`config.mk`:
```
export PLATFORM = sky130hd
export DESIGN_NAME = ossp_cell
export DESIGN_NICKNAME = d
export VERILOG_FILES = /design/src/rtl/ossp_pkg.sv /design/src/rtl/ossp_cell.sv
export SDC_FILE = /design/constraint.sdc
export NUM_CORES = 1
export LEC_CHECK = 0
export BUFFER_PORTS_ARGS = -buffer_cell sky130_fd_sc_hd__buf_2
export CORE_MARGIN = 5
export CORE_UTILIZATION = 43
export CTS_CLUSTER_DIAMETER = 40
export DETAILED_ROUTE_END_ITERATION = 10
export PLACE_DENSITY = 0.84
export SLEW_MARGIN = 20
export SYNTH_ARGS = -nofsm -noshare
export SYNTH_HDL_FRONTEND = slang
export SYNTH_SLANG_ARGS = --single-unit
```
`constraint.sdc`:
```
create_clock -name clk -period 4.7 [get_ports clk]
set_input_delay 0.705 -clock clk [delete_from_list [all_inputs] [get_ports clk]]
set_output_delay 0.705 -clock clk [all_outputs]
set_load 0.01 [all_outputs]
```
`src/rtl/ossp_pkg.sv`:
```
`default_nettype none
package ossp_pkg;

  localparam int unsigned OpWidth = 3;

  // operation codes carried by the opcode field
  typedef enum logic [OpWidth-1:0] {
    OP_INSERT = 3'd0,
    OP_DELETE = 3'd1,
    OP_EXISTS = 3'd2,
    OP_NEXT   = 3'd3,
    OP_PREV   = 3'd4
  } op_t;

  // sequencer states
  typedef enum logic {
    ST_IDLE,
    ST_EXEC
  } state_t;

  // update command broadcast to every cell
  typedef struct packed {
    logic ins_en;
    logic del_en;
  } cell_cmd_t;

endpackage
`default_nettype wire

```
`src/rtl/ossp_cell.sv`:
```
`default_nettype none
module ossp_cell #(
  parameter int unsigned KEY_WIDTH = 32
) (
  input  wire logic                  clk,
  input  wire logic                  rst_n,
  input  wire ossp_pkg::cell_cmd_t   cmd,
  input  wire logic [KEY_WIDTH-1:0]  query,
  // left neighbor (smaller slot)
  input  wire logic [KEY_WIDTH-1:0]  left_key,
  input  wire logic                  left_valid,
  input  wire logic                  left_bigger,
  input  wire logic                  left_gtv,
  // right neighbor (larger slot)
  input  wire logic [KEY_WIDTH-1:0]  right_key,
  input  wire logic                  right_valid,
  input  wire logic                  right_ltv,
  // own state toward the neighbors
  output logic [KEY_WIDTH-1:0]       key,
  output logic                       valid,
  output logic                       bigger,
  output logic                       gtv,
  output logic                       ltv,
  output logic                       eq,
  // masked neighbor values for the result tree
  output logic [KEY_WIDTH-1:0]       next_val,
  output logic [KEY_WIDTH-1:0]       prev_val
);
  import ossp_pkg::*;

  logic [KEY_WIDTH-1:0] key_r, key_nxt;
  logic                 valid_r, valid_nxt;
  logic                 next_sel;
  logic                 prev_sel;
  logic                 ge;

  // signed compare against the query
  always_comb begin
    gtv      = valid_r && ($signed(key_r) > $signed(query));
    ltv      = valid_r && ($signed(key_r) < $signed(query));
    eq       = valid_r && (key_r == query);
    ge       = gtv || eq;
    bigger   = !valid_r || gtv;
    next_sel = gtv && !left_gtv;
    prev_sel = ltv && !right_ltv;
    next_val = next_sel ? key_r : '0;
    prev_val = prev_sel ? key_r : '0;
    key      = key_r;
    valid    = valid_r;
  end

  // shift right on insert, shift left on delete
  always_comb begin
    key_nxt   = key_r;
    valid_nxt = valid_r;
    if (cmd.ins_en && bigger) begin
      key_nxt   = left_bigger ? left_key : query;
      valid_nxt = valid_r || left_valid;
    end else if (cmd.del_en && ge) begin
      key_nxt   = right_key;
      valid_nxt = right_valid;
    end
  end

  always_ff @(posedge clk) begin
    key_r <= key_nxt;
  end

  always_ff @(posedge clk) begin
    if (!rst_n) begin
      valid_r <= 1'b0;
    end else begin
      valid_r <= valid_nxt;
    end
  end

endmodule
`default_nettype wire

```
=== Yosys cells after proc, flatten, opt, wreduce, memory -nomap -nowiden ===
Index checks and enable logic that the tools add are counted.
W data, S select, Z words.

* Order comparisons: 2
* Equal/unequal tests: 1
* Mux-type cells: 7
* Reductions and logical operators: 14

{| class="wikitable"
|+ Operators by type and width
! cell !! number
|-
| $mux W32 || 5
|-
| $eq A32 B32 Y1 || 1
|-
| $gt A32 B32 Y1 || 1
|-
| $lt A32 B32 Y1 || 1
|-
| $logic_and A1 B1 Y1 || 7
|-
| $logic_not A1 Y1 || 3
|-
| $logic_or A1 B1 Y1 || 3
|-
| $mux W1 || 2
|-
| $reduce_bool A2 Y1 || 1
|}

* Bits in registers: 33
* Input bits: 105

=== Logic depth before layout (Yosys ltp) ===
Gate-level depths: netlist of run 1.

* Word-level depth: 6
* Mapped depth: 10

=== Worst setup path after synthesis of run 1 ===
OpenSTA, ideal clock, no wires.

* Path type: input to register
* From: input query[31]
* To: register key_r[0], in the netlist key[0], enable pin
* Data arrival time: 3.742 ns
* Data required time: 4.261 ns
* Setup slack: 0.518 ns
* Stages: 7
* Path buffers: 0
* Cells stage by stage: inv_1 -> ha_1 -> nand4_1 -> or4_1 -> a21oi_1 -> o31ai_4 -> a32oi_1

* Word-level cells in the longest chain between the ends: 5
* Elaborated cells on any way between the ends: 9

{| class="wikitable"
|+ RTL lines
! item !! RTL line !! RTL
|-
| start: declaration || ossp_cell.sv:8 || <nowiki>input wire logic [KEY_WIDTH-1:0] query,</nowiki>
|-
| $gt A32 B32 Y1 / $eq A32 B32 Y1 (equally long branches) || ossp_cell.sv:39, ossp_cell.sv:41 ||
|-
| $logic_and A1 B1 Y1 (on tied branches) || ossp_cell.sv:39, ossp_cell.sv:41 ||
|-
| $logic_or A1 B1 Y1 (on tied branches) || ossp_cell.sv:43, ossp_cell.sv:42 ||
|-
| $logic_and A1 B1 Y1 (on tied branches) || ossp_cell.sv:56, ossp_cell.sv:59 ||
|-
| $reduce_bool A2 Y1 (no source line) * || n/a ||
|-
| end signal: assignment || ossp_cell.sv:66 || <nowiki>key_r <= key_nxt;</nowiki>
|-
| end: declaration || ossp_cell.sv:31 || <nowiki>logic [KEY_WIDTH-1:0] key_r, key_nxt;</nowiki>
|}

Every way passes the cells marked *; elsewhere a longest branch is shown, timed or not.
A chain may end at the register's enable or synchronous reset.

=== Worst setup path in the final report of run 1 ===
* From: input query[5]
* To: output prev_val[13]

* Word-level cells in the longest chain between the ends: 4

{| class="wikitable"
|+ RTL lines
! item !! RTL line !! RTL
|-
| $lt A32 B32 Y1 || ossp_cell.sv:40 || <nowiki>ltv = valid_r && ($signed(key_r) < $signed(query));</nowiki>
|-
| $logic_and A1 B1 Y1 || ossp_cell.sv:40 ||
|-
| $logic_and A1 B1 Y1 || ossp_cell.sv:45 || <nowiki>prev_sel = ltv && !right_ltv;</nowiki>
|-
| $mux W32 || ossp_cell.sv:47 || <nowiki>prev_val = prev_sel ? key_r : '0;</nowiki>
|-
| end: declaration || ossp_cell.sv:27 || <nowiki>output logic [KEY_WIDTH-1:0] prev_val</nowiki>
|}

No other way between the ends.

==> flow_metrics.py, run 1 <==
metrics = {
    "final_layout": {
        "nets": 686,
        "final_core_utilization_pct": 62.6,
        "fin_cells": 646,
        "area_growth_pct": 39.4,
        "final_layout_size_suffix_gt1_share_pct": 46.2,
        "antenna_cells": 0,
        "fin_area_um2": 4300,
    },
    "timing": {
        "maxSlewViolCount": 0,
        "hold_viol": 0,
        "hold_ws_ns": 0.677,
        "fin_setup_tns_ns": 0,
        "min_period_ns": 3.97,
        "min_period_over_period_pct": 84.5,
        "fin_ws_ns": 0.727,
        "setup_viol": 0,
        "worst_pin_slew_ns": 1.00,
        "slew_headroom_pct": 33.2,
        "max_freq_mhz": 252,
        "skew_ns": 0.00184,
        "rsz0062_at_grt": "no",
    },
    "critical_path": {
        "critPathRequiredTime_ns": 3.99,
        "end_kind": "primary output",
        "arrival_ns": 3.27,
        "cp-start-kind": "primary input",
        "crit_path_max_fanout": 31,
        "criticalPathCategory": "in2out",
    },
    "place": {
        "dp.cells": 638,
        "numPortBuffers": 205,
        "placed_area_um2": 4210,
        "dp_hpwl_um": 8250,
        "dpl_worst_slack_ns": 0.693,
        "place_congestion": 0.827,
    },
    "routing": {
        "firstDrtPassIters": 4,
        "ant_nets": 0,
        "route.detailed.drc": 0,
        "drt_iter0_markers": 60,
        "vias": 3204,
        "vias_per_cell": 4.96,
        "wl_um": 9940,
        "avgRoutedWirePerCell_um": 15.4,
    },
    "status": {
        "outcome": "finished clean",
    },
    "global_routing": {
        "overflow": 0,
        "grt_start_max_net_pins": 64,
        "grt_pass1_vias": 3348,
        "antenna_found_initial": 0,
        "grtUsageTotal_pct": 21.4,
        "grt_pass1_wl_um": 15400,
    },
    "cts": {
        "clkLatencyLatePin_ns": 0.28,
        "htree_num_levels": 2,
        "cts_tree": "done",
        "cts_made_buffers": 5,
        "clock_path_buffers": 2,
        "cts.sinks": 33,
        "cts_resized": 0,
        "clk_pin_slew_ns": 0.07,
        "ctsHoldBuffers": 0,
        "cts_root_buf": "clkbuf_8",
        "postCtsSetupRepairBufs": 0,
    },
    "synth": {
        "yosysTopAreaCell": "edfxtp_1",
        "seq_area_frac_synth_pct": 31.8,
        "synth_top_area_share_pct": 31.2,
        "syn_inst": 348,
        "postSynthAreaPerCell_um2": 8.86,
        "synthTopCellsByArea": "edfxtp_1 (31%), ha_1 (13%), and2_1 (13%)",
        "synth_cell_types": 32,
        "synth_nets": 485,
        "synth_seq_cells": 33,
        "netlist_area_um2": 3080,
        "yosysWarnings": 0,
    },
    "die": {
        "io_pins": 206,
        "die_w_um": 94.7,
        "fp.dieH_um": 94.7,
        "row_count": 30,
        "dieArea_um2": 8970,
        "start_util_pct": 44.9,
        "core_um2": 6870,
    },
    "power": {
        "vdd_drop_max_v": 0.000131,
        "p_per_area_nw_per_um2": 234,
        "p_total_mw": 1.01,
        "p_leak_nw": 2.32,
    },
    "worst_hold_path": {
        "hp-class": "in2reg",
    },
    "run": {
        "max_cap_violations": 0,
    },
}
==> metal layers <==
metal	vias to the layer above	routed length, µm	GRT usage (%)
li1	1608	-	-
met1	1443	3790	22.6
met2	137	5240	41.5
met3	16	743	4.78
met4	0	171	6.73
met5	-	0	0
==> layout by cell type, fill, tap and decap left out, types with 6 or more instances in the layout <==
cell type    n
buf_2      205
and2_1      63
nand2_1     43
o21ai_0     37
inv_1       36
ha_1        32
edfxtp_1    32
mux2_2      31
a21oi_1     15
nand4_1      7
clkbuf_8     6
==> cells in the mapped netlist <==
library cell,n
a21bo_2,1
a21o_1,1
a21oi_1,15
a221oi_1,1
a22oi_1,1
a32oi_1,1
and2_1,63
and4_1,1
buf_6,3
clkbuf_1,13
dfxtp_1,1
edfxtp_1,32
ha_1,32
inv_1,36
mux2_1,2
mux2_2,31
nand2_1,43
nand2b_1,2
nand3_1,5
nand4_1,7
nor2_1,3
nor2b_1,1
nor3_1,5
nor3_2,2
nor3b_1,1
nor3b_2,1
nor4_1,3
o211ai_1,1
o21ai_0,37
o2bb2ai_4,1
o31ai_4,1
or4_1,1
==> registers in the layout (all words and copies together), names as in the netlist <==
name   count
key       32
valid      1
==> area by class of cell <==
| type | count | area [µm²] |
|---|---|---|
| clock buffer | 8 | 90.1 |
| fill | 604 | 2570 |
| inverter | 36 | 135 |
| multi-input combinational | 263 | 1910 |
| sequential | 33 | 981 |
| tap | 96 | 120 |
| timing repair buffer | 210 | 1060 |
==> critical path: stages <==
cell	delay, ns
buf_2	0.08
inv_1	0.05
ha_1	0.31
a21oi_1	0.17
o21ai_0	0.12
a221oi_1	0.36
nor3_2	0.09
o31ai_4	0.46
nor3b_4	0.27
buf_4	0.33
and2_1	0.19
buf_2	0.13
==> kinds of logic after synthesis <==
| kind of cell | share of synthesized area [%] |
|---|---|
| mux | 12.0 |
| flops | 31.8 |
| simple gates | 24.5 |
| buf+inv | 7.06 |
| fa+ha+maj | 13.0 |
| compound gates | 11.6 |
==> power by group <==
part	total, mW	leakage, nW	switching (mW)	internal, mW
Combinational	0.373	1.95	0.196	0.177
Sequential	0.411	0.325	0.0351	0.376
Clock	0.221	0.0455	0.102	0.120
==> path summary, 6_finish.rpt <==
check                           cells past startpoint  startpoint  slack (ns)      endpoint
worst min register to register                      3       valid        0.81         valid
worst max-delay path                               12    query[5]        0.73  prev_val[13]
worst min-delay path                                3       rst_n        0.68         valid
worst max register to register                      8     key[31]        1.20       key[19]
Power figures use the tool's default switching activity.
==> inputs of run 2 (changes only) <==
==> constraint.sdc (replaced) <==
create_clock -name clk -period 4 [get_ports clk]
set_input_delay 0.6 -clock clk [delete_from_list [all_inputs] [get_ports clk]]
set_output_delay 0.6 -clock clk [all_outputs]
set_load 0.01 [all_outputs]
==> flow_metrics.py, run 2 (synthesized netlist as in run 1, its figures left out) <==
metrics = {
    "final_layout": {
        "fin_cells": 648,
        "layout_commonest_cell": "buf_2",
        "nets": 688,
        "antenna_cells": 0,
        "final_layout_size_suffix_gt1_share_pct": 46.7,
        "final_core_utilization_pct": 62.8,
        "final_cell_mix": "buf_2 (205), and2_1 (63), nand2_1 (43)",
        "largest_reg_flops": 32,
        "area_growth_pct": 39.8,
    },
    "critical_path": {
        "critPathRequiredTime_ns": 3.40,
        "criticalPathCategory": "reg2out",
        "arrival_ns": 3.15,
        "cpMostUsedCell": "buf_4",
        "critPathBufInv": 3,
        "crit_path_cell_trace": "ha_1, nand4_1, or4_1, a21oi_1, o31ai_4, buf_4, nor3_2, buf_4, and2_1, buf_2",
        "slowest_stage": "or4_1",
        "critPathMaxStageDelay_ns": 0.56,
        "crit_path_max_fanout": 19,
        "end_kind": "primary output",
        "critPathTopFamily": "simple AND/OR/NAND/NOR gates",
        "cp-start-kind": "flop",
    },
    "place": {
        "numPortBuffers": 205,
        "place_congestion": 0.914,
        "dp.cells": 640,
        "dp_hpwl_um": 8350,
    },
    "die": {
        "dieArea_um2": 8970,
        "fp.dieH_um": 94.7,
        "die_w_um": 94.7,
        "start_util_pct": 44.9,
        "io_pins": 206,
        "row_count": 30,
        "core_um2": 6870,
    },
    "routing": {
        "firstDrtPassIters": 4,
        "vias_per_cell": 5.04,
        "wl_um": 10200,
        "vias": 3267,
        "ant_nets": 0,
        "drt_iter0_markers": 94,
        "avgRoutedWirePerCell_um": 15.7,
        "route.detailed.drc": 0,
    },
    "timing": {
        "slew_headroom_pct": 34.6,
        "maxSlewViolCount": 0,
        "fin_setup_tns_ns": 0,
        "max_freq_mhz": 267,
        "hold_viol": 0,
        "rsz0062_at_grt": "no",
        "min_period_ns": 3.75,
        "skew_ns": 0.00639,
        "worst_pin_slew_ns": 0.980,
        "setup_viol": 0,
        "min_period_over_period_pct": 93.7,
    },
    "global_routing": {
        "grt_pass1_wl_um": 15600,
        "grt_start_max_net_pins": 64,
        "antenna_found_initial": 0,
        "grtUsageMet2_pct": 42.9,
        "grt_pass1_vias": 3361,
        "busiest_layer": "met2",
        "use_met1_pct": 24.0,
        "use_met3_pct": 4.54,
        "grtUsageTotal_pct": 21.9,
        "overflow": 0,
    },
    "power": {
        "p_leak_nw": 2.33,
        "p_per_area_nw_per_um2": 274,
        "vdd_drop_max_v": 0.000119,
        "p_total_mw": 1.18,
    },
    "status": {
        "outcome": "finished clean",
    },
    "cts": {
        "htree_num_levels": 2,
        "clock_path_buffers": 2,
        "clk_pin_slew_ns": 0.07,
        "cts.sinks": 33,
        "postCtsSetupRepairBufs": 0,
        "cts_tree": "done",
        "clkLatencyLatePin_ns": 0.29,
        "cts_root_buf": "clkbuf_8",
        "cts_made_buffers": 5,
    },
    "run": {
        "max_cap_violations": 0,
    },
    "worst_hold_path": {
        "hp-class": "in2reg",
    },
}
-- run 2: cell types whose count changed in the layout (fill, tap and decap cells not counted) --
cell and delta:
buf_4 +2, clkinv_2 +2, clkbuf_8 -1, clkbuf_1 -2, clkinvlp_4 +1
-- run 2: area by class of cell --
cell class                      instances  area [µm²]
Fill cell                             602        2560
Multi-Input combinational cell        263        1910
Timing Repair Buffer                  212        1080
Sequential cell                        33         981
Inverter                               36         135
Tap cell                               96         120
Clock buffer                            5        68.8
Clock inverter                          3        17.5
-- run 2: repair_timing --
item	in CTS	in global routing
endpoints found under the setup margin	0	19
gates resized for setup	0	1
hold buffers	0	0
-- run 2: stage by stage --
stage / area [µm²] / worst slack, ns / hold slack (ns)
finish: 4310 / 0.251 / 0.568
global route: 4310 / 0.0403 / 0.566
CTS: 4310 / 0.0295 / 0.563
floorplan: 3090 / 0.551 / 0.682
detailed placement: 4220 / 0.0625 / 0.794
global placement: 4220 / 0.277 / 0.735
-- run 2: power by group --
part / switching (mW) / internal (mW)
clock network: 0.132 / 0.120
registers: 0.0459 / 0.441
logic: 0.231 / 0.213
total: 0.409 / 0.774
-- run 2: worst register-to-register path: stages (launching register included) --
cell and delay (ns):
edfxtp_1 0.51, ha_1 0.36, nand4_1 0.18, or4_1 0.57
a21oi_1 0.25, o31ai_4 0.11, buf_4 0.18, o2bb2ai_4 0.16
buf_4 0.28, mux2_2 0.39
-- run 2: per-layer routing --
layer	up-vias	part of all wire, %
met1	1495	37
met2	148	53
li1	1610	-
met5	-	0
met4	0	1.4
met3	14	8.5
-- run 2: path summary, 6_finish.rpt --
kind	from	end	slack, ns	depth (start not counted)
max	key[31]	next_val[10]	0.25	10
min	rst_n	valid	0.57	3
max reg2reg	key[31]	key[14]	0.77	9
min reg2reg	valid	valid	0.81	3
==> inputs of run 3 (changes only) <==
--- a/config.mk
+++ b/config.mk
@@ -10,7 +10,7 @@
 export CORE_UTILIZATION = 43
 export CTS_CLUSTER_DIAMETER = 40
 export DETAILED_ROUTE_END_ITERATION = 10
-export PLACE_DENSITY = 0.84
+export PLACE_DENSITY = 0.82
 export SLEW_MARGIN = 20
 export SYNTH_ARGS = -nofsm -noshare
 export SYNTH_HDL_FRONTEND = slang
==> flow_metrics.py, run 3 (synthesized netlist as in run 1, its figures left out) <==
metrics = {
    "status": {
        "outcome": "finished clean",
    },
    "timing": {
        "slew_headroom_pct": 36.2,
        "fin_setup_tns_ns": 0,
        "min_period_ns": 3.66,
        "max_freq_mhz": 273,
        "hold_viol": 0,
        "skew_ns": 0.00777,
        "min_period_over_period_pct": 91.5,
        "worst_pin_slew_ns": 0.957,
        "maxSlewViolCount": 0,
        "rsz0062_at_grt": "no",
        "setup_viol": 0,
    },
    "global_routing": {
        "grt_start_max_net_pins": 64,
        "grt_pass1_wl_um": 14800,
        "grt_pass1_vias": 3233,
        "grtUsageTotal_pct": 20.7,
        "overflow": 0,
        "antenna_found_initial": 0,
    },
    "critical_path": {
        "cp-start-kind": "flop",
        "critPathMaxStageDelay_ns": 0.53,
        "crit_path_cell_trace": "ha_1, nand4_1, nor2_1, a22oi_1, nand3_1, o31ai_4, nor3b_2, buf_4, and2_1, buf_2",
        "arrival_ns": 3.06,
        "slowest_stage": "o31ai_4",
        "crit_path_max_fanout": 19,
        "criticalPathCategory": "reg2out",
        "critPathRequiredTime_ns": 3.40,
        "end_kind": "primary output",
    },
    "cts": {
        "postCtsSetupRepairBufs": 0,
        "clkLatencyLatePin_ns": 0.28,
        "cts.sinks": 33,
        "cts_made_buffers": 5,
        "cts_tree": "done",
        "cts_resized": 0,
        "clock_path_buffers": 2,
        "htree_num_levels": 2,
        "clk_pin_slew_ns": 0.07,
        "cts_root_buf": "clkbuf_8",
        "ctsHoldBuffers": 0,
    },
    "power": {
        "vdd_drop_max_v": 0.000172,
        "p_leak_nw": 2.33,
        "p_per_area_nw_per_um2": 272,
    },
    "routing": {
        "avgRoutedWirePerCell_um": 14.7,
        "drt_iter0_markers": 131,
        "topRoutingLayerUsed": "met4",
        "wl_met1_um": 3500,
        "routed-wl-met2_um": 5070,
        "route.detailed.drc": 0,
        "firstDrtPassIters": 4,
        "vias": 3173,
        "routed-wl-met3_um": 872,
        "ant_nets": 0,
        "wl_um": 9520,
        "vias_per_cell": 4.89,
    },
    "place": {
        "dp.cells": 641,
        "place_congestion": 0.863,
        "dp_hpwl_um": 8000,
        "numPortBuffers": 205,
    },
    "final_layout": {
        "nets": 689,
        "fin_cells": 649,
        "antenna_cells": 0,
        "final_core_utilization_pct": 62.8,
        "final_cell_mix": "buf_2 (205), and2_1 (63), nand2_1 (43)",
        "layout_commonest_cell": "buf_2",
        "area_growth_pct": 40.0,
        "final_layout_size_suffix_gt1_share_pct": 46.5,
        "largest_reg_flops": 32,
    },
    "die": {
        "start_util_pct": 44.9,
        "io_pins": 206,
        "row_count": 30,
        "die_w_um": 94.7,
        "core_um2": 6870,
        "fp.dieH_um": 94.7,
        "dieArea_um2": 8970,
    },
    "worst_hold_path": {
        "hp-class": "in2reg",
    },
    "run": {
        "max_cap_violations": 0,
    },
}
run 3: changes by cell type in the layout (fill, tap and decap cells not counted), sizes merged:
| cell | previous run | this run |
|---|---|---|
| clkinvlp | 1 | 0 |
| clkbuf | 5 | 8 |
| clkinv | 2 | 0 |
| buf | 212 | 213 |
run 3: cell type report:
cell class | instances | area, µm²
Fill cell | 607 | 2550
Inverter | 36 | 135
Timing Repair Buffer | 213 | 1090
Clock buffer | 8 | 90.1
Sequential cell | 33 | 981
Tap cell | 96 | 120
Multi-Input combinational cell | 263 | 1900
run 3: report_power, final:
| part | total [mW] | leakage (nW) | internal [mW] | switching [mW] |
|---|---|---|---|---|
| sequential | 0.483 | 0.325 | 0.441 | 0.0417 |
| combinational | 0.435 | 1.96 | 0.210 | 0.225 |
| clock | 0.257 | 0.0455 | 0.140 | 0.117 |
| total | 1.18 | 2.33 | 0.792 | 0.383 |
run 3: metrics by stage:
stage	setup slack (ns)	area (µm²)	hold WS (ns)	total power [mW]
6_report	0.340	4320	0.550	1.18
5_1_grt	0.0728	4320	0.552	1.26
4_1_cts	0.341	4320	0.545	1.19
3_5_place_dp	0.384	4230	0.791	0.930
3_3_place_gp	0.470	4230	0.755	0.915
2_1_floorplan	0.551	3090	0.682	0.749
run 3: path summary, 6_finish.rpt:
path / startpoint / end / slack [ns] / cells after the start
hold reg to reg: valid / valid / 0.81 / 4
setup / recovery: key[31] / prev_val[9] / 0.34 / 10
hold / removal: rst_n / valid / 0.55 / 3
setup reg to reg: key[31] / key[25] / 0.92 / 8
run 3: worst max-delay path: cells and delay by family (launching register included):
family          cells  cell delay [ns]
buf+inv             2             0.37
flops               1             0.47
simple gates        5             0.87
compound gates      2             0.72
fa+ha+maj           1             0.34
run 3: per-layer routing:
layer,track usage [%],vias up
met4,3.97,0
met2,39.8,130
met3,5.18,10
met1,22.8,1426
met5,0,-
li1,-,1607
